`config.mk`:
```
export PLATFORM = sky130hd
export DESIGN_NAME = hcm_lane
export DESIGN_NICKNAME = d
export VERILOG_FILES = /design/src/rtl/hcm_pkg.sv /design/src/rtl/hcm_lane.sv
export SDC_FILE = /design/constraint.sdc
export NUM_CORES = 1
export LEC_CHECK = 0
export BUFFER_PORTS_ARGS = -buffer_cell sky130_fd_sc_hd__buf_2
export CAP_MARGIN = 20
export CORE_ASPECT_RATIO = 2
export CORE_MARGIN = 5
export CORE_UTILIZATION = 60
export DETAILED_ROUTE_END_ITERATION = 7
export PLACE_DENSITY = 0.84
export SLEW_MARGIN = 20
export SYNTH_ARGS = -nofsm -noshare
export SYNTH_HDL_FRONTEND = slang
export SYNTH_SLANG_ARGS = --single-unit
```
`constraint.sdc`:
```
create_clock -name vclk -period 6.7
set_clock_uncertainty 0.2 [all_clocks]
set_input_delay 0.335 -clock vclk [all_inputs]
set_output_delay 0.335 -clock vclk [all_outputs]
set_load 0.02 [all_outputs]
```
`src/rtl/hcm_pkg.sv`:
```
// Shared types, constants and mod-26 helpers for the 3x3 Hill cipher block.
package hcm_pkg;

    localparam int ALPHA         = 26;
    localparam int LW            = 5;
    localparam int AW            = 11;
    localparam int KEY_W         = 45;
    localparam int N             = 3;
    localparam int CFG_IW        = 4;
    localparam int DERIVE_CYCLES = 7;
    localparam int CNT_W         = $clog2(DERIVE_CYCLES + 1);
    localparam int RECIP         = 2521;
    localparam int RECIP_SH      = 16;
    localparam int PW            = AW + 12;
    localparam int ADJ_BIAS      = (ALPHA - 1) * ALPHA;

    typedef logic [LW-1:0] t_letter;
    typedef logic [AW-1:0] t_acc;
    typedef t_letter [N*N-1:0] t_mat;
    typedef t_letter [N-1:0] t_vec;

    typedef enum logic [CFG_IW-1:0] {
        CFG_KEY_MATRIX   = 4'd0,
        CFG_DECRYPT_MODE = 4'd1
    } t_cfg_reg;

    typedef struct packed {
        t_mat m;
        logic err;
        logic busy;
    } t_key_status;

    function automatic t_letter mod26_small(input t_letter x);
        mod26_small = (x >= t_letter'(ALPHA)) ? t_letter'(x - t_letter'(ALPHA)) : x;
    endfunction

    // x mod 26 for x below 2048 by reciprocal multiply, one correction
    function automatic t_letter mod26(input t_acc x);
        logic [PW-1:0] p;
        logic [PW-1:0] q;
        t_acc          r;
        p = PW'(x) * PW'(RECIP);
        q = p >> RECIP_SH;
        r = t_acc'(x - t_acc'(q[AW-1:0] * t_acc'(ALPHA)));
        if (r >= t_acc'(ALPHA)) begin
            r = t_acc'(r - t_acc'(ALPHA));
        end
        mod26 = r[LW-1:0];
    endfunction

    // inverse mod 26, zero where none exists
    function automatic t_letter inv26(input t_letter d);
        case (d)
            5'd1:    inv26 = 5'd1;
            5'd3:    inv26 = 5'd9;
            5'd5:    inv26 = 5'd21;
            5'd7:    inv26 = 5'd15;
            5'd9:    inv26 = 5'd3;
            5'd11:   inv26 = 5'd19;
            5'd15:   inv26 = 5'd7;
            5'd17:   inv26 = 5'd23;
            5'd19:   inv26 = 5'd11;
            5'd21:   inv26 = 5'd5;
            5'd23:   inv26 = 5'd17;
            5'd25:   inv26 = 5'd25;
            default: inv26 = 5'd0;
        endcase
    endfunction

endpackage

```
`src/rtl/hcm_lane.sv`:
```
// One lane: dot product of a matrix row with the letter block.
module hcm_lane (
    input  hcm_pkg::t_vec i_row,
    input  hcm_pkg::t_vec i_vec,
    output hcm_pkg::t_acc o_acc
);
    import hcm_pkg::*;

    assign o_acc = t_acc'(t_acc'(i_row[0]) * t_acc'(i_vec[0])
                        + t_acc'(i_row[1]) * t_acc'(i_vec[1])
                        + t_acc'(i_row[2]) * t_acc'(i_vec[2]));

endmodule

```
==> impl_metrics.py <==
metrics = {
    "floorplanning": {
        "die_height_um": 102,
        "fp.dieW_um": 56.2,
        "rows": 33,
        "coreArea_um2": 4130,
        "pin_count": 41,
        "initial_core_util": 0.621,
        "die_area_um2": 5760,
    },
    "timing": {
        "slew_violations": 0,
        "setup_violations": 0,
        "slew_headroom": 0.877,
        "finalHoldViolCount": 0,
        "timing.setup.tns_ps": 0,
        "rsz0062_at_grt": "no",
        "fin_hold_ws_ps": 1010,
        "final_period_minus_worst_setup_slack_ps": 5880,
        "post-route-period-util": 0.878,
        "fmax_mhz": 170,
        "tightest_slew_ps": 184,
    },
    "worst_setup_path": {
        "critPathArrivalTime_ps": 5340,
        "path_max_fanout": 5,
        "worstSetupStartpointType": "input pin",
        "crit_required_ps": 6160,
        "end_kind": "output pin",
        "timing_worst_setup_path_type": "in -> out",
    },
    "yosys": {
        "synthesis.nets": 409,
        "synth_warnings": 0,
        "ys_types": 21,
        "netlist_area_um2": 2560,
        "syn_inst": 281,
        "avgSynthCellArea_um2": 9.12,
        "ys_seq_area_frac": 0,
    },
    "layout": {
        "seq_cells": 0,
        "nets": 452,
        "nClkBuffers": 0,
        "drive_above_1_share": 0.130,
        "antennaDiodeCount": 0,
        "final_cell_mix": "81 x inv_1, 59 x and2_1, 56 x fa_1",
        "layoutNonFillerInstCount": 374,
        "register_area_um2": 0,
        "final_util": 0.686,
        "area_growth_pct": 10.5,
        "final_common_cell": "inv_1",
    },
    "clocking": {
        "cts_resized": 0,
        "cts_hold_buf": 0,
        "post_cts_buffers": 0,
    },
    "route": {
        "drtAntennaViolNets": 0,
        "dr.first_iter.drc_count": 50,
        "wl_per_cell_um": 14.1,
        "viasPerCell": 5.17,
        "dr.pass1.iters": 4,
        "routed_wl_um": 5280,
        "post-route-drc-count": 0,
        "vias": 1933,
    },
    "global_route": {
        "first_global_vias": 2241,
        "grt_pass1_wl_um": 9660,
        "grt-ovfl-total": 0,
        "antenna_found_initial": 0,
        "grt_max_degree": 6,
        "grt_usage": 0.206,
    },
    "place": {
        "port-buffer-count": 41,
        "dp.cells": 374,
        "place.gp.congestion": 0.915,
        "dp_hpwl_um": 5010,
    },
    "outcome": {
        "outcome": "completed",
    },
    "run": {
        "maxCapViolations": 0,
    },
    "hold_path": {
        "hp-class": "in -> out",
    },
}
[metal layers]
layer / track usage / wire (um)
met4: 0.0439 / 131
met5: 0 / 0
met2: 0.427 / 3160
met1: 0.220 / 1810
met3: 0.0164 / 174
[metrics by stage]
stage	instance area [um^2]	worst slack, ps
after floorplan	2560	1150
after global placement	2830	848
after detailed placement	2830	814
after CTS	2830	793
after global routing	2830	606
final	2830	821
[cell type report]
type / count / area [um^2]
repair buffers: 41 / 205
multi-input cells: 200 / 2260
well taps: 52 / 65.1
fillers: 366 / 1290
inverters: 81 / 304
[cell usage after synthesis (all sizes together) (2+ instances only)]
| cell type | n | area [um^2] |
|---|---|---|
| nand3 | 3 | 15.0 |
| xnor2 | 4 | 35.0 |
| and2 | 59 | 369 |
| inv | 81 | 304 |
| a21oi | 5 | 25.0 |
| fa | 56 | 1120 |
| nand2 | 17 | 63.8 |
| xor2 | 2 | 17.5 |
| ha | 42 | 526 |
[worst max-delay path, cell delays in order]
cell,delay (ps)
buf_2,120
nand2_1,80
fa_1,580
fa_1,440
fa_1,500
inv_1,60
fa_1,510
fa_1,560
inv_1,60
fa_1,540
inv_1,50
ha_1,200
inv_1,70
fa_1,240
nor2b_4,50
o31a_1,270
or4_1,410
nand3_1,90
buf_2,160
[logic make-up (layout without fill, tap and decap cells)]
kind of cell / Yosys count / count (layout) / synth area share
adders and majority gates: 98 / 98 / 0.642
AOI/OAI and AO/OA: 11 / 11 / 0.0264
and+or+nand+nor: 85 / 85 / 0.192
buffers and inverters: 81 / 122 / 0.119
xor gates and xnor gates: 6 / 6 / 0.0205
[worst paths after layout]
path | from | endpoint | slack [ps] | cells past startpoint
max | i_vec[13] | o_acc[9] | 820 | 19
min | i_vec[5] | o_acc[0] | 1010 | 4
Power is not shown: default switching activity piles up to over one toggle a cycle in this logic, so the estimate is an artifact.
