[src/rtl/hcm_pkg.sv]
// Shared types, constants and mod-26 helpers for the 3x3 Hill cipher block.
package hcm_pkg;

    localparam int ALPHA         = 26;
    localparam int LW            = 5;
    localparam int AW            = 11;
    localparam int KEY_W         = 45;
    localparam int N             = 3;
    localparam int CFG_IW        = 4;
    localparam int DERIVE_CYCLES = 7;
    localparam int CNT_W         = $clog2(DERIVE_CYCLES + 1);
    localparam int RECIP         = 2521;
    localparam int RECIP_SH      = 16;
    localparam int PW            = AW + 12;
    localparam int ADJ_BIAS      = (ALPHA - 1) * ALPHA;

    typedef logic [LW-1:0] t_letter;
    typedef logic [AW-1:0] t_acc;
    typedef t_letter [N*N-1:0] t_mat;
    typedef t_letter [N-1:0] t_vec;

    typedef enum logic [CFG_IW-1:0] {
        CFG_KEY_MATRIX   = 4'd0,
        CFG_DECRYPT_MODE = 4'd1
    } t_cfg_reg;

    typedef struct packed {
        t_mat m;
        logic err;
        logic busy;
    } t_key_status;

    function automatic t_letter mod26_small(input t_letter x);
        mod26_small = (x >= t_letter'(ALPHA)) ? t_letter'(x - t_letter'(ALPHA)) : x;
    endfunction

    // x mod 26 for x below 2048 by reciprocal multiply, one correction
    function automatic t_letter mod26(input t_acc x);
        logic [PW-1:0] p;
        logic [PW-1:0] q;
        t_acc          r;
        p = PW'(x) * PW'(RECIP);
        q = p >> RECIP_SH;
        r = t_acc'(x - t_acc'(q[AW-1:0] * t_acc'(ALPHA)));
        if (r >= t_acc'(ALPHA)) begin
            r = t_acc'(r - t_acc'(ALPHA));
        end
        mod26 = r[LW-1:0];
    endfunction

    // inverse mod 26, zero where none exists
    function automatic t_letter inv26(input t_letter d);
        case (d)
            5'd1:    inv26 = 5'd1;
            5'd3:    inv26 = 5'd9;
            5'd5:    inv26 = 5'd21;
            5'd7:    inv26 = 5'd15;
            5'd9:    inv26 = 5'd3;
            5'd11:   inv26 = 5'd19;
            5'd15:   inv26 = 5'd7;
            5'd17:   inv26 = 5'd23;
            5'd19:   inv26 = 5'd11;
            5'd21:   inv26 = 5'd5;
            5'd23:   inv26 = 5'd17;
            5'd25:   inv26 = 5'd25;
            default: inv26 = 5'd0;
        endcase
    endfunction

endpackage

[src/rtl/hcm_merge.sv]
// Merge stage: reduce lane sums mod 26 and apply the singular-key flag.
module hcm_merge (
    input  hcm_pkg::t_acc [hcm_pkg::N-1:0] i_acc,
    input  logic                           i_err,
    output hcm_pkg::t_vec                  o_letters,
    output logic                           o_err
);
    import hcm_pkg::*;

    always_comb begin
        for (int l = 0; l < N; l++) begin
            o_letters[l] = i_err ? '0 : mod26(i_acc[l]);
        end
    end

    assign o_err = i_err;

endmodule

[config.mk]
export PLATFORM = sky130hd
export DESIGN_NAME = hcm_merge
export DESIGN_NICKNAME = d
export VERILOG_FILES = /design/src/rtl/hcm_pkg.sv /design/src/rtl/hcm_merge.sv
export SDC_FILE = /design/constraint.sdc
export NUM_CORES = 1
export LEC_CHECK = 0
export CORE_ASPECT_RATIO = 1.25
export CORE_MARGIN = 2
export CORE_UTILIZATION = 30
export DETAILED_ROUTE_END_ITERATION = 8
export DONT_BUFFER_PORTS = 1
export PLACE_DENSITY = 0.44
export SYNTH_ARGS = -nofsm -noshare
export SYNTH_HDL_FRONTEND = slang
export SYNTH_SLANG_ARGS = --single-unit
[constraint.sdc]
create_clock -name vclk -period 21.8
set_input_delay 1.09 -clock vclk [all_inputs]
set_output_delay 1.09 -clock vclk [all_outputs]
set_load 0.03 [all_outputs]
==> results.json, run 1 <==
{
  "dr_wl_met2_um": 10290,
  "max_freq_mhz": 91.80,
  "synth-simple-area-share_pct": 8.810,
  "port_buffers": 0,
  "multiInputGateArea_um2": 8516,
  "ioPinCount": 50,
  "firstDrtPassIters": 5,
  "fin_nets": 1460,
  "layout_common_cells": "273 x ha_1, 249 x inv_1, 123 x fa_1, 39 x nor2_1, 33 x a21oi_1",
  "n_clock_buffer": 0,
  "worstHoldStart": "i_err",
  "holdPathStages": 0,
  "setup_tns_ps": 0,
  "syn_area_per_cell_um2": 9.170,
  "crit_path_end_kind": "output pin",
  "drt-met1-wl_um": 9104,
  "antenna_found_initial": 0,
  "crit_fanout": 7,
  "core_um2": 30990,
  "die_h_um": 202.7,
  "grt_max_degree": 27,
  "setup_viol": 0,
  "gr-usage-all-layers_pct": 12.59,
  "n_antenna_cell": 0,
  "tightest_slew_ps": 1094,
  "dieArea_um2": 33020,
  "syn_inst": 1033,
  "synthAdderAreaFrac_pct": 62.05,
  "grt_pass1_vias": 7217,
  "min_period_ps": 10890,
  "min-delay-path-class": "in2out",
  "hold_buffers": 0,
  "gp_congestion": 0.7549,
  "critical_path_required_ps": 20710,
  "status": "finished clean",
  "row_count": 72,
  "hold_violations": 0,
  "wl_per_cell_um": 13.86,
  "max-slew-margin-rel_pct": 26.47,
  "antenna_left": 0,
  "die_w_um": 162.9,
  "nFlopsAndLatches": 0,
  "synthMuxAreaShare_pct": 1.123,
  "start_util_pct": 30.57,
  "grt_pass1_wl_um": 34510,
  "ys_warn_count": 0,
  "cap_violations": 0,
  "ctsResizeCount": 0,
  "drt_iter0_markers": 160,
  "syn_to_final_growth_pct": 5.138,
  "synth-compound-area-share_pct": 12.55,
  "routed_wl_um": 19890,
  "slowest_delay_ps": 550,
  "postCtsSetupRepairBufs": 0,
  "ys_seq_area_share_pct": 0,
  "critPathLaunch": "i_acc[13]",
  "pre_cts_ws_ps": 10850,
  "setup_ws_ps": 10910,
  "start_kind": "input port",
  "syn-cell-area_um2": 9473,
  "drv_slew": 0,
  "final_layout_size_suffix_gt1_share_pct": 1.946,
  "seqCellArea_um2": 0,
  "slowest_stage": "fa_1",
  "nFillCells": 3284,
  "rsz0062_at_grt": "false",
  "grt_overflow_total": 0,
  "final_common_cell": "ha_1",
  "critPathKind": "in2out",
  "top_layer": "met4",
  "dp_hpwl_um": 17980,
  "via_count": 6667,
  "synth_cell_type_count": 66,
  "arrival_ps": 9800,
  "fin_crit_sh_pct": 49.97,
  "route.detailed.drc": 0,
  "viasPerCell": 4.646,
  "synth_xor_area_share_pct": 5.363,
  "synth.net_count": 1463,
  "synth_top_family_by_area": "adder cells",
  "wl_met3_um": 456
}
## worst paths after layout
path,endpoint
worst max-delay path,o_letters[7]
worst min-delay path,o_err
## area by class of cell
class / instances / share of cell area, %
inverter: 249 / 9.384
tap: 407 / 5.113
multi-input combinational: 779 / 85.50
## Yosys cell counts, drive strengths merged, types with 4 or more instances
library cell	count	share of area, %
ha	273	36
inv	249	9.9
fa	123	26
nor2	39	1.5
a21oi	33	1.7
xnor2	31	2.9
o21ai	28	1.5
a21o	27	2.1
xor2	27	2.5
nand2	18	0.71
o21a	15	1.2
nor3	13	0.69
nor2b	12	1.0
o21bai	10	0.79
a211oi	8	0.63
and3	8	0.53
nand2b	8	0.53
nand3	8	0.42
o31a	7	0.65
a211o	6	0.55
and2	6	0.41
or2	6	0.40
mux2	5	0.59
mux2i	5	0.53
nor3b	5	0.40
o31ai	4	0.32
## per-layer routing
layer | track usage [%] | vias up
met3 | 0.7967 | 2
li1 | - | 3455
met2 | 24.42 | 48
met4 | 0.1264 | 0
met5 | 0 | -
met1 | 16.06 | 3162
## per-stage QoR
stage,hold slack (ps),cells,util (%),area [µm²]
3_5_place_dp,2182,1435,32.14,9960
5_1_grt,2181,1435,32.14,9960
3_3_place_gp,2181,1435,32.14,9960
2_1_floorplan,2312,1033,-,9473
6_report,2181,1435,32.14,9960
4_1_cts,2182,1435,32.14,9960
## worst max-delay path: cells and delay by family
family | cells | cell delay, ps
simple gates | 5 | 1630
compound gates | 10 | 1890
fa+ha+maj | 10 | 4240
xor+xnor | 2 | 260
mux | 1 | 380
buf+inv | 6 | 300
## kinds of logic (layout without fill, tap and decap cells)
group                      count (synthesis)  in the layout
and+or+nand+nor                          143            143
buffers and inverters                    254            249
xor gates and xnor gates                  58             58
muxes                                     10             10
adders and majority gates                396            396
AOI/OAI and AO/OA                        172            172
Power of run 1 is not shown: default switching activity piles up to over one toggle a cycle in this logic, so the estimate is an artifact.
==> run 2: changes to the inputs <==
--- a/config.mk
+++ b/config.mk
@@ -5,6 +5,7 @@
 export SDC_FILE = /design/constraint.sdc
 export NUM_CORES = 1
 export LEC_CHECK = 0
+export ABC_AREA = 1
 export CORE_ASPECT_RATIO = 1.25
 export CORE_MARGIN = 2
 export CORE_UTILIZATION = 30
==> constraint.sdc (replaced) <==
create_clock -name vclk -period 10.2
set_input_delay 0.51 -clock vclk [all_inputs]
set_output_delay 0.51 -clock vclk [all_outputs]
set_load 0.03 [all_outputs]
==> run 2 against run 1 <==
Global-route usage grew 1.9 points. Core utilization shrank 0.24 points. Clock-buffer cell count is the same. Critical path type unchanged. Sequential share of layout area is the same. Final cell count grew 29%.
==> results.json, run 2 <==
{
  "critical_path_required_ps": 9690,
  "syn_to_final_growth_pct": 5.333,
  "wl_per_cell_um": 13.38,
  "synth.net_count": 1820,
  "drv_slew": 0,
  "die_h_um": 212.1,
  "viasPerCell": 4.529,
  "status": "finished clean",
  "syn_inst": 1390,
  "route.detailed.drc": 0,
  "ioPinCount": 50,
  "grt_pass1_vias": 8979,
  "critPathLaunch": "i_acc[5]",
  "routed_wl_um": 24810,
  "synth_cell_type_count": 41,
  "slowest_stage": "fa_1",
  "n_clock_buffer": 0,
  "max_freq_mhz": 114.0,
  "dpl-instance-area_um2": 10950,
  "firstDrtPassIters": 4,
  "slowest_delay_ps": 560,
  "crit_fanout": 7,
  "fin_crit_sh_pct": 86.00,
  "final_cell_area_um2": 10950,
  "synth.most_common_cell": "inv_1",
  "ys_seq_area_share_pct": 0,
  "crit_path_end_kind": "output pin",
  "synthTopCellsByArea": "ha_1 33%, fa_1 24%, inv_1 12%, nand2_1 9.7%, a21oi_1 3.7%",
  "n_antenna_cell": 0,
  "gr-usage-all-layers_pct": 14.49,
  "syn-cell-area_um2": 10390,
  "hold_ws_ps": 1020,
  "grt_pass1_wl_um": 42640,
  "min_to": "o_err",
  "final_common_cell": "inv_1",
  "grt_overflow_total": 0,
  "antenna_found_initial": 0,
  "gp_congestion": 0.8165,
  "layout_common_cells": "338 x inv_1, 273 x ha_1, 269 x nand2_1, 123 x fa_1, 76 x a21oi_1",
  "dieArea_um2": 36160,
  "max-slew-margin-rel_pct": 44.42,
  "cap_violations": 0,
  "hold_violations": 0,
  "syn_area_per_cell_um2": 7.478,
  "worstHoldStart": "i_err",
  "start_kind": "input port",
  "ys_warn_count": 0,
  "hold_buffers": 0,
  "dp_hpwl_um": 22750,
  "setup_tns_ps": 0,
  "cpMostUsedCell": "nand2_1",
  "row_count": 76,
  "grt_max_degree": 12,
  "ctsResizeCount": 0,
  "yosys.area.top_type": "ha_1",
  "port_buffers": 0,
  "critPathKind": "in2out",
  "synthTopCellsByCount": "338 x inv_1, 273 x ha_1, 269 x nand2_1",
  "rsz0062_at_grt": "false",
  "yosysTopAreaCellShare_pct": 32.86,
  "holdPathStages": 0,
  "die_w_um": 170.5,
  "via_count": 8396,
  "setup_viol": 0,
  "fin_nets": 1818,
  "nFlopsAndLatches": 0,
  "drt_iter0_markers": 214,
  "seqCellArea_um2": 0,
  "antenna_left": 0,
  "start_util_pct": 30.28,
  "postCtsSetupRepairBufs": 0,
  "arrival_ps": 8260,
  "tightest_slew_ps": 830.6,
  "final_layout_size_suffix_gt1_share_pct": 2.020,
  "min-delay-path-class": "in2out",
  "min_period_ps": 8772,
  "core_um2": 34330
}
-- run 2: cell count changes in the layout (fill, tap and decap cells not counted), sizes merged, moves of 8 or more --
cell    before  now
a211oi       8    0
o21a        15    4
nor2b       12    0
xnor2       31   19
and3         8    0
a21oi       33   79
nand4        3   26
nor2        39   74
nand2b       8    0
inv        249  344
nand3b       2   10
nand3        8   73
a21o        27    6
nand2       18  272
-- run 2: through the flow --
stage	utilization [%]	std cells	setup WS [ps]
4_1_cts	31.90	1854	1243
3_5_place_dp	31.90	1854	1270
5_1_grt	31.90	1854	730.5
2_1_floorplan	-	1390	2181
3_3_place_gp	31.90	1854	1285
6_report	31.90	1854	1428
-- run 2: worst max path at each step --
stage | endpoint | depth (start not counted)
after floorplan | o_letters[1] | 38
after global placement | o_letters[4] | 39
after detailed placement | o_letters[4] | 39
after CTS | o_letters[4] | 38
after global routing | o_letters[1] | 39
final | o_letters[1] | 39
-- run 2: area by class of cell --
cell class	instances	area, µm²
Multi-Input combinational cell	1041	9069
Tap cell	468	585.6
Fill cell	3771	23380
Inverter	345	1295
-- run 2: logic make-up (layout without fill, tap and decap cells) --
family	Yosys count	in the layout	synth area share (%)
AO/OA/AOI/OAI	125	125	6.692
buffers and inverters	349	345	12.76
XOR/XNOR	44	44	3.780
adder cells (fa/ha/maj)	396	396	56.55
AND/OR/NAND/NOR	476	476	20.22
-- run 2: routing by layer --
| metal | wire [µm] | share of wire (%) | vias up | track usage [%] |
|---|---|---|---|---|
| met5 | 0 | 0 | - | 0 |
| met4 | 200 | 0.81 | 0 | 1.002 |
| met3 | 915 | 3.7 | 12 | 1.731 |
| met2 | 12610 | 51 | 86 | 27.75 |
| met1 | 11090 | 45 | 3899 | 17.94 |
| li1 | - | - | 4399 | - |
-- run 2: worst max-delay path: cells and delay by family --
| family | cells | cell delay [ps] |
|---|---|---|
| adders and majority gates | 10 | 4260 |
| AOI/OAI and AO/OA | 6 | 890 |
| buffers and inverters | 8 | 470 |
| xor gates and xnor gates | 1 | 180 |
| and+or+nand+nor | 14 | 1940 |
Power of run 2 is left out for the same reason.
