[config.mk]
export PLATFORM = sky130hd
export DESIGN_NAME = hcm_keyinv
export DESIGN_NICKNAME = d
export VERILOG_FILES = /design/src/rtl/hcm_pkg.sv /design/src/rtl/hcm_keyinv.sv
export SDC_FILE = /design/constraint.sdc
export NUM_CORES = 2
export LEC_CHECK = 0
export BUFFER_PORTS_ARGS = -buffer_cell sky130_fd_sc_hd__clkbuf_2
export CORE_MARGIN = 4
export CORE_UTILIZATION = 55
export CTS_CLUSTER_DIAMETER = 80
export DETAILED_ROUTE_END_ITERATION = 12
export MAX_ROUTING_LAYER = met4
export PLACE_DENSITY = 0.71
export SLEW_MARGIN = 5
export SYNTH_ARGS = -nofsm -noshare
export SYNTH_HDL_FRONTEND = slang
export SYNTH_SLANG_ARGS = --single-unit
export TNS_END_PERCENT = 100
[constraint.sdc]
create_clock -name i_clk -period 9 [get_ports i_clk]
set_input_delay 0.45 -clock i_clk [delete_from_list [all_inputs] [get_ports i_clk]]
set_output_delay 0.45 -clock i_clk [all_outputs]
set_load 0.02 [all_outputs]
[src/rtl/hcm_pkg.sv]
// Shared types, constants and mod-26 helpers for the 3x3 Hill cipher block.
package hcm_pkg;

    localparam int ALPHA         = 26;
    localparam int LW            = 5;
    localparam int AW            = 11;
    localparam int KEY_W         = 45;
    localparam int N             = 3;
    localparam int CFG_IW        = 4;
    localparam int DERIVE_CYCLES = 7;
    localparam int CNT_W         = $clog2(DERIVE_CYCLES + 1);
    localparam int RECIP         = 2521;
    localparam int RECIP_SH      = 16;
    localparam int PW            = AW + 12;
    localparam int ADJ_BIAS      = (ALPHA - 1) * ALPHA;

    typedef logic [LW-1:0] t_letter;
    typedef logic [AW-1:0] t_acc;
    typedef t_letter [N*N-1:0] t_mat;
    typedef t_letter [N-1:0] t_vec;

    typedef enum logic [CFG_IW-1:0] {
        CFG_KEY_MATRIX   = 4'd0,
        CFG_DECRYPT_MODE = 4'd1
    } t_cfg_reg;

    typedef struct packed {
        t_mat m;
        logic err;
        logic busy;
    } t_key_status;

    function automatic t_letter mod26_small(input t_letter x);
        mod26_small = (x >= t_letter'(ALPHA)) ? t_letter'(x - t_letter'(ALPHA)) : x;
    endfunction

    // x mod 26 for x below 2048 by reciprocal multiply, one correction
    function automatic t_letter mod26(input t_acc x);
        logic [PW-1:0] p;
        logic [PW-1:0] q;
        t_acc          r;
        p = PW'(x) * PW'(RECIP);
        q = p >> RECIP_SH;
        r = t_acc'(x - t_acc'(q[AW-1:0] * t_acc'(ALPHA)));
        if (r >= t_acc'(ALPHA)) begin
            r = t_acc'(r - t_acc'(ALPHA));
        end
        mod26 = r[LW-1:0];
    endfunction

    // inverse mod 26, zero where none exists
    function automatic t_letter inv26(input t_letter d);
        case (d)
            5'd1:    inv26 = 5'd1;
            5'd3:    inv26 = 5'd9;
            5'd5:    inv26 = 5'd21;
            5'd7:    inv26 = 5'd15;
            5'd9:    inv26 = 5'd3;
            5'd11:   inv26 = 5'd19;
            5'd15:   inv26 = 5'd7;
            5'd17:   inv26 = 5'd23;
            5'd19:   inv26 = 5'd11;
            5'd21:   inv26 = 5'd5;
            5'd23:   inv26 = 5'd17;
            5'd25:   inv26 = 5'd25;
            default: inv26 = 5'd0;
        endcase
    endfunction

endpackage

[src/rtl/hcm_keyinv.sv]
// Configuration registers and pipelined derivation of the working matrix.
module hcm_keyinv (
    input  logic                       i_clk,
    input  logic                       i_rst_n,
    input  logic                       i_cfg_we,
    input  logic [hcm_pkg::CFG_IW-1:0] i_cfg_index,
    input  logic [hcm_pkg::KEY_W-1:0]  i_cfg_data,
    output hcm_pkg::t_key_status       o_status
);
    import hcm_pkg::*;

    logic [KEY_W-1:0] r_key;
    logic             r_mode;
    logic [CNT_W-1:0] r_cnt;

    t_mat                 r_k;
    t_acc [N*N-1:0]       r_adjraw;
    t_mat                 r_adj;
    t_acc                 r_detraw;
    t_letter              r_dinv;
    logic [N*N-1:0] [2*LW-1:0] r_prod;
    logic                 r_err6;
    t_mat                 r_m;
    logic                 r_err;

    // p*q - r*s made non-negative by a multiple of 26
    function automatic t_acc diff(input t_letter p, input t_letter q,
                                  input t_letter r, input t_letter s);
        diff = t_acc'(t_acc'(p) * t_acc'(q) + t_acc'(ADJ_BIAS) - t_acc'(r) * t_acc'(s));
    endfunction

    always_ff @(posedge i_clk) begin
        if (!i_rst_n) begin
            r_key  <= '0;
            r_mode <= 1'b0;
            r_cnt  <= CNT_W'(DERIVE_CYCLES);
        end else begin
            if (i_cfg_we) begin
                case (i_cfg_index)
                    CFG_KEY_MATRIX:   r_key  <= i_cfg_data;
                    CFG_DECRYPT_MODE: r_mode <= i_cfg_data[0];
                    default:          ;
                endcase
                r_cnt <= CNT_W'(DERIVE_CYCLES);
            end else if (r_cnt != '0) begin
                r_cnt <= r_cnt - CNT_W'(1);
            end
        end
    end

    always_ff @(posedge i_clk) begin
        for (int e = 0; e < N*N; e++) begin
            r_k[e] <= mod26_small(r_key[e*LW +: LW]);
        end
        r_adjraw[0] <= diff(r_k[4], r_k[8], r_k[5], r_k[7]);
        r_adjraw[1] <= diff(r_k[2], r_k[7], r_k[1], r_k[8]);
        r_adjraw[2] <= diff(r_k[1], r_k[5], r_k[2], r_k[4]);
        r_adjraw[3] <= diff(r_k[5], r_k[6], r_k[3], r_k[8]);
        r_adjraw[4] <= diff(r_k[0], r_k[8], r_k[2], r_k[6]);
        r_adjraw[5] <= diff(r_k[2], r_k[3], r_k[0], r_k[5]);
        r_adjraw[6] <= diff(r_k[3], r_k[7], r_k[4], r_k[6]);
        r_adjraw[7] <= diff(r_k[1], r_k[6], r_k[0], r_k[7]);
        r_adjraw[8] <= diff(r_k[0], r_k[4], r_k[1], r_k[3]);
        for (int e = 0; e < N*N; e++) begin
            r_adj[e]  <= mod26(r_adjraw[e]);
            r_prod[e] <= (2*LW)'(r_adj[e]) * (2*LW)'(r_dinv);
            r_m[e]    <= r_mode ? mod26(AW'(r_prod[e])) : r_k[e];
        end
        r_detraw <= t_acc'(t_acc'(r_k[0]) * t_acc'(r_adj[0])
                         + t_acc'(r_k[1]) * t_acc'(r_adj[3])
                         + t_acc'(r_k[2]) * t_acc'(r_adj[6]));
        r_dinv   <= inv26(mod26(r_detraw));
        r_err6   <= (r_dinv == '0);
        r_err    <= r_mode & r_err6;
    end

    assign o_status.m    = r_m;
    assign o_status.err  = r_err;
    assign o_status.busy = (r_cnt != '0);

endmodule

==> reports/results.ini <==
[floorplan]
floorplan.io_pins = 99
core_area_sq_um = 160800
fp-row-count = 147
floorplan.die_area_sq_um = 168600
die_w_um = 410.6
floorplan.die.height_um = 410.6
start_util = 0.5546

[run_status]
status = completed

[logic_synthesis]
synth.ff_latch_count = 391
synthCells = 9568
yosysWarnings = 0
synthDistinctLibCells = 82
postSynthNetCount = 13040
mean_syn_cell_area_sq_um = 9.317
synth.yosys.seq_area_share = 0.08780
dominantRegCellSynth = sky130_fd_sc_hd__dfxtp_1
syn-cell-area_sq_um = 89150
synth_enable_flop_cells = 0
postSynth.asyncResetShare = 0

[final_layout]
design_area_sq_um = 95450
finalNetCount = 13210
final_common_cell = sky130_fd_sc_hd__inv_1
area_growth_pct = 7.065
layout-drive-gt1-share = 0.05429
layout_common_cells = sky130_fd_sc_hd__inv_1 (2316), sky130_fd_sc_hd__ha_1 (2257), sky130_fd_sc_hd__fa_1 (1158)

[placed_design]
gp_congestion = 0.8840
buffer_ports.inserted = 98
dpl.hpwl_mm = 161.9
dpl_cell_area_sq_um = 92870
place_ws_ns = -0.09059

[cts]
numCtsBuffers = 54
clock_insertion_delay_worst_skew_ns = 0.68
numClockSinks = 391
tritoncts_clock_tree = built
root_buffer = sky130_fd_sc_hd__clkbuf_16
cts-htree-levels = 2
number_of_buffers_on_the_longest_clock_path = 3
clkTransAtPathRegs_ns = 0.06

[power]
p_leak_uw = 0.05466
sequentialPowerShare = 0.146
internal_uw = 8100
ir_worst_vdd_uv = 251.7
portion_of_total_power_attributed_to_combinational_logic = 0.700
powerDensity_nw_per_um2 = 155.9
power_switching_share = 0.4557
power_switching_uw = 6781
report.power.total_uw = 14880
pwr-share-clk = 0.154

[sta]
rsz0062_at_grt = true
final-setup-viol-count = 0
finClkSkew_ns = 0.04558
timing_worst_slew_pin_value_ns = 0.9392
achievable-frequency_mhz = 114.6
period_share = 0.9692
slew_viol_final = 0
worst_slack_ns = 0.2772
final-hold-violation-count = 0
timing.final.crit_period_ns = 8.723
setup_total_negative_slack_ns = 0
maxSlewHeadroom = 0.3730

[critical_path]
cp_data_arrival_time_ns = 9.26
cp_num_buf_inv = 8
crit_path_end_kind = register
critical-path-top-delay-family = adder cells
crit_path_max_incr_delay_ns = 0.56
critPathMostFrequentCell = sky130_fd_sc_hd__fa_1
critPathLaunchType = register
cp.required_ns = 9.53
slowest_stage_cell_crit_path = sky130_fd_sc_hd__fa_1
critical_path_class = register to register
crit_path_max_fanout = 7

[drt]
dr.first_iter.drc_count = 2619
route.final.wire_length_mm = 194.4
detail_route.wirelength.met1_mm = 87.32
ant_nets = 0
met2_length_mm = 92.65
post_drt_wl_per_cell_um = 16.28
vias = 63220
wl_met3_mm = 8.819
routed_via_density = 5.293
maxUsedRoutingLayer = met4
drc_violation_count_after_routing = 0
firstDrtPassIters = 7

[grt]
grt_start_max_net_pins = 48
grt_antenna_before_repair = 10
grt_pass1_wl_mm = 332.3
grt_overflow = 0
global_route.usage.total = 0.2453
first_global_vias = 68280

[min_path]
hold_path_class = primary input to register

[run]
max-cap-violations = 0

worst paths after layout:
kind / cells past startpoint / slack (ns) / endpoint / start
min reg2reg: 0 / 0.38 / r_k[30]$_DFF_P_ / r_key[30]$_SDFFE_PN0P_
min: 3 / 0.04 / r_key[9]$_SDFFE_PN0P_ / i_cfg_data[9]
max: 34 / 0.28 / r_dinv[2]$_DFF_P_ / r_detraw[3]$_DFF_P_
max reg2reg: 34 / 0.28 / r_dinv[2]$_DFF_P_ / r_detraw[3]$_DFF_P_
per-layer routing:
layer,vias up,global-route usage
met5,-,-
met4,0,0.06451
met3,264,0.02675
met2,1057,0.4111
met1,31040,0.3176
li1,30860,-
power groups by stage:
stage | registers [uW] | logic [uW] | clock network, uW
2_1_floorplan | 2030 | 8330 | 0
3_3_place_gp | 2200 | 9790 | 0
3_5_place_dp | 2200 | 10200 | 0
4_1_cts | 2170 | 10300 | 2350
5_1_grt | 2190 | 11900 | 2410
6_report | 2170 | 10400 | 2290
stage by stage:
step	utilization	hold WS, ns	std cells
global route	0.5937	0.04774	11940
CTS	0.5913	0.002499	11940
detailed placement	0.5777	0.3668	11810
global placement	0.5777	0.3596	11810
finish	0.5937	0.04371	11940
floorplan	-	0.3508	9568
repair_timing:
item                                    in CTS  in global routing
resized for setup                            3                113
endpoints found under the hold margin       30                  0
cloned                                       0                  0
endpoints found under the setup margin       2                 58
setup buffers                                0                  5
pin swaps                                    0                 27
hold buffers                                28                  0
flip-flops by register name, summed over array words and instances (netlist names):
signal    flops
r_adjraw     99
r_prod       90
o_status     45
r_adj        45
r_k          45
r_key        45
r_detraw     11
r_dinv        5
r_cnt         3
r_err         1
r_err6        1
r_mode        1
logic make-up after synthesis:
| family | Yosys count | synth area share |
|---|---|---|
| buffers and inverters | 2480 | 0.1045 |
| xor gates and xnor gates | 476 | 0.04677 |
| and+or+nand+nor | 1595 | 0.09387 |
| adders and majority gates | 3418 | 0.5773 |
| DFF | 391 | 0.08780 |
| muxes | 53 | 0.006456 |
| AOI/OAI and AO/OA | 1155 | 0.08331 |
cell usage after synthesis (6+ instances only):
| cell type | count | area (sq um) |
|---|---|---|
| sky130_fd_sc_hd__a2111oi_0 | 13 | 113.9 |
| sky130_fd_sc_hd__a211o_1 | 7 | 61.31 |
| sky130_fd_sc_hd__a211oi_1 | 14 | 105.1 |
| sky130_fd_sc_hd__a21boi_0 | 92 | 690.7 |
| sky130_fd_sc_hd__a21o_1 | 128 | 960.9 |
| sky130_fd_sc_hd__a21oi_1 | 357 | 1787 |
| sky130_fd_sc_hd__a221o_1 | 7 | 70.07 |
| sky130_fd_sc_hd__a311oi_1 | 13 | 113.9 |
| sky130_fd_sc_hd__a31o_2 | 12 | 105.1 |
| sky130_fd_sc_hd__a31oi_1 | 27 | 168.9 |
| sky130_fd_sc_hd__a41o_1 | 14 | 140.1 |
| sky130_fd_sc_hd__and2_1 | 550 | 3441 |
| sky130_fd_sc_hd__and3_1 | 20 | 125.1 |
| sky130_fd_sc_hd__clkbuf_1 | 155 | 581.8 |
| sky130_fd_sc_hd__dfxtp_1 | 391 | 7828 |
| sky130_fd_sc_hd__fa_1 | 1159 | 23200 |
| sky130_fd_sc_hd__ha_1 | 2259 | 28260 |
| sky130_fd_sc_hd__inv_1 | 2319 | 8705 |
| sky130_fd_sc_hd__mux2_2 | 18 | 202.7 |
| sky130_fd_sc_hd__mux2i_1 | 32 | 320.3 |
| sky130_fd_sc_hd__nand2_1 | 432 | 1622 |
| sky130_fd_sc_hd__nand2b_1 | 50 | 312.8 |
| sky130_fd_sc_hd__nand3_1 | 58 | 290.3 |
| sky130_fd_sc_hd__nand3b_1 | 11 | 82.58 |
| sky130_fd_sc_hd__nand4b_1 | 7 | 61.31 |
| sky130_fd_sc_hd__nor2_1 | 219 | 822.0 |
| sky130_fd_sc_hd__nor2b_1 | 52 | 325.3 |
| sky130_fd_sc_hd__nor3_1 | 51 | 255.2 |
| sky130_fd_sc_hd__nor3b_1 | 22 | 165.2 |
| sky130_fd_sc_hd__nor4_1 | 13 | 81.33 |
| sky130_fd_sc_hd__nor4b_1 | 6 | 52.55 |
| sky130_fd_sc_hd__o2111ai_1 | 12 | 105.1 |
| sky130_fd_sc_hd__o211ai_1 | 10 | 75.07 |
| sky130_fd_sc_hd__o21a_1 | 39 | 292.8 |
| sky130_fd_sc_hd__o21ai_0 | 216 | 1081 |
| sky130_fd_sc_hd__o21bai_1 | 92 | 690.7 |
| sky130_fd_sc_hd__o22ai_1 | 9 | 56.30 |
| sky130_fd_sc_hd__o31ai_1 | 34 | 255.2 |
| sky130_fd_sc_hd__or2_2 | 42 | 262.8 |
| sky130_fd_sc_hd__or3_1 | 34 | 212.7 |
| sky130_fd_sc_hd__xnor2_1 | 310 | 2715 |
| sky130_fd_sc_hd__xor2_1 | 166 | 1454 |
worst reg2reg max path, delay by kind of cell, from the launching register on:
family                     cells  cell delay [ns]
adders and majority gates     10             4.15
and+or+nand+nor                5             1.59
AOI/OAI and AO/OA              7             1.29
buffers and inverters          8             0.63
DFF                            1             0.36
muxes                          2             0.32
xor gates and xnor gates       2             0.29
final cells by class:
| cell class | count | area, sq um |
|---|---|---|
| Clock buffer | 68 | 1495 |
| Clock inverter | 27 | 390.4 |
| Fill cell | 13720 | 65310 |
| Multi-Input combinational cell | 6697 | 72330 |
| Tap cell | 2160 | 2703 |
| Inverter | 2319 | 8705 |
| Sequential cell | 391 | 7896 |
| Timing Repair Buffer | 279 | 1923 |
| Antenna cell | 2 | 5.005 |
No activity file was read; power rests on OpenSTA's default activity.
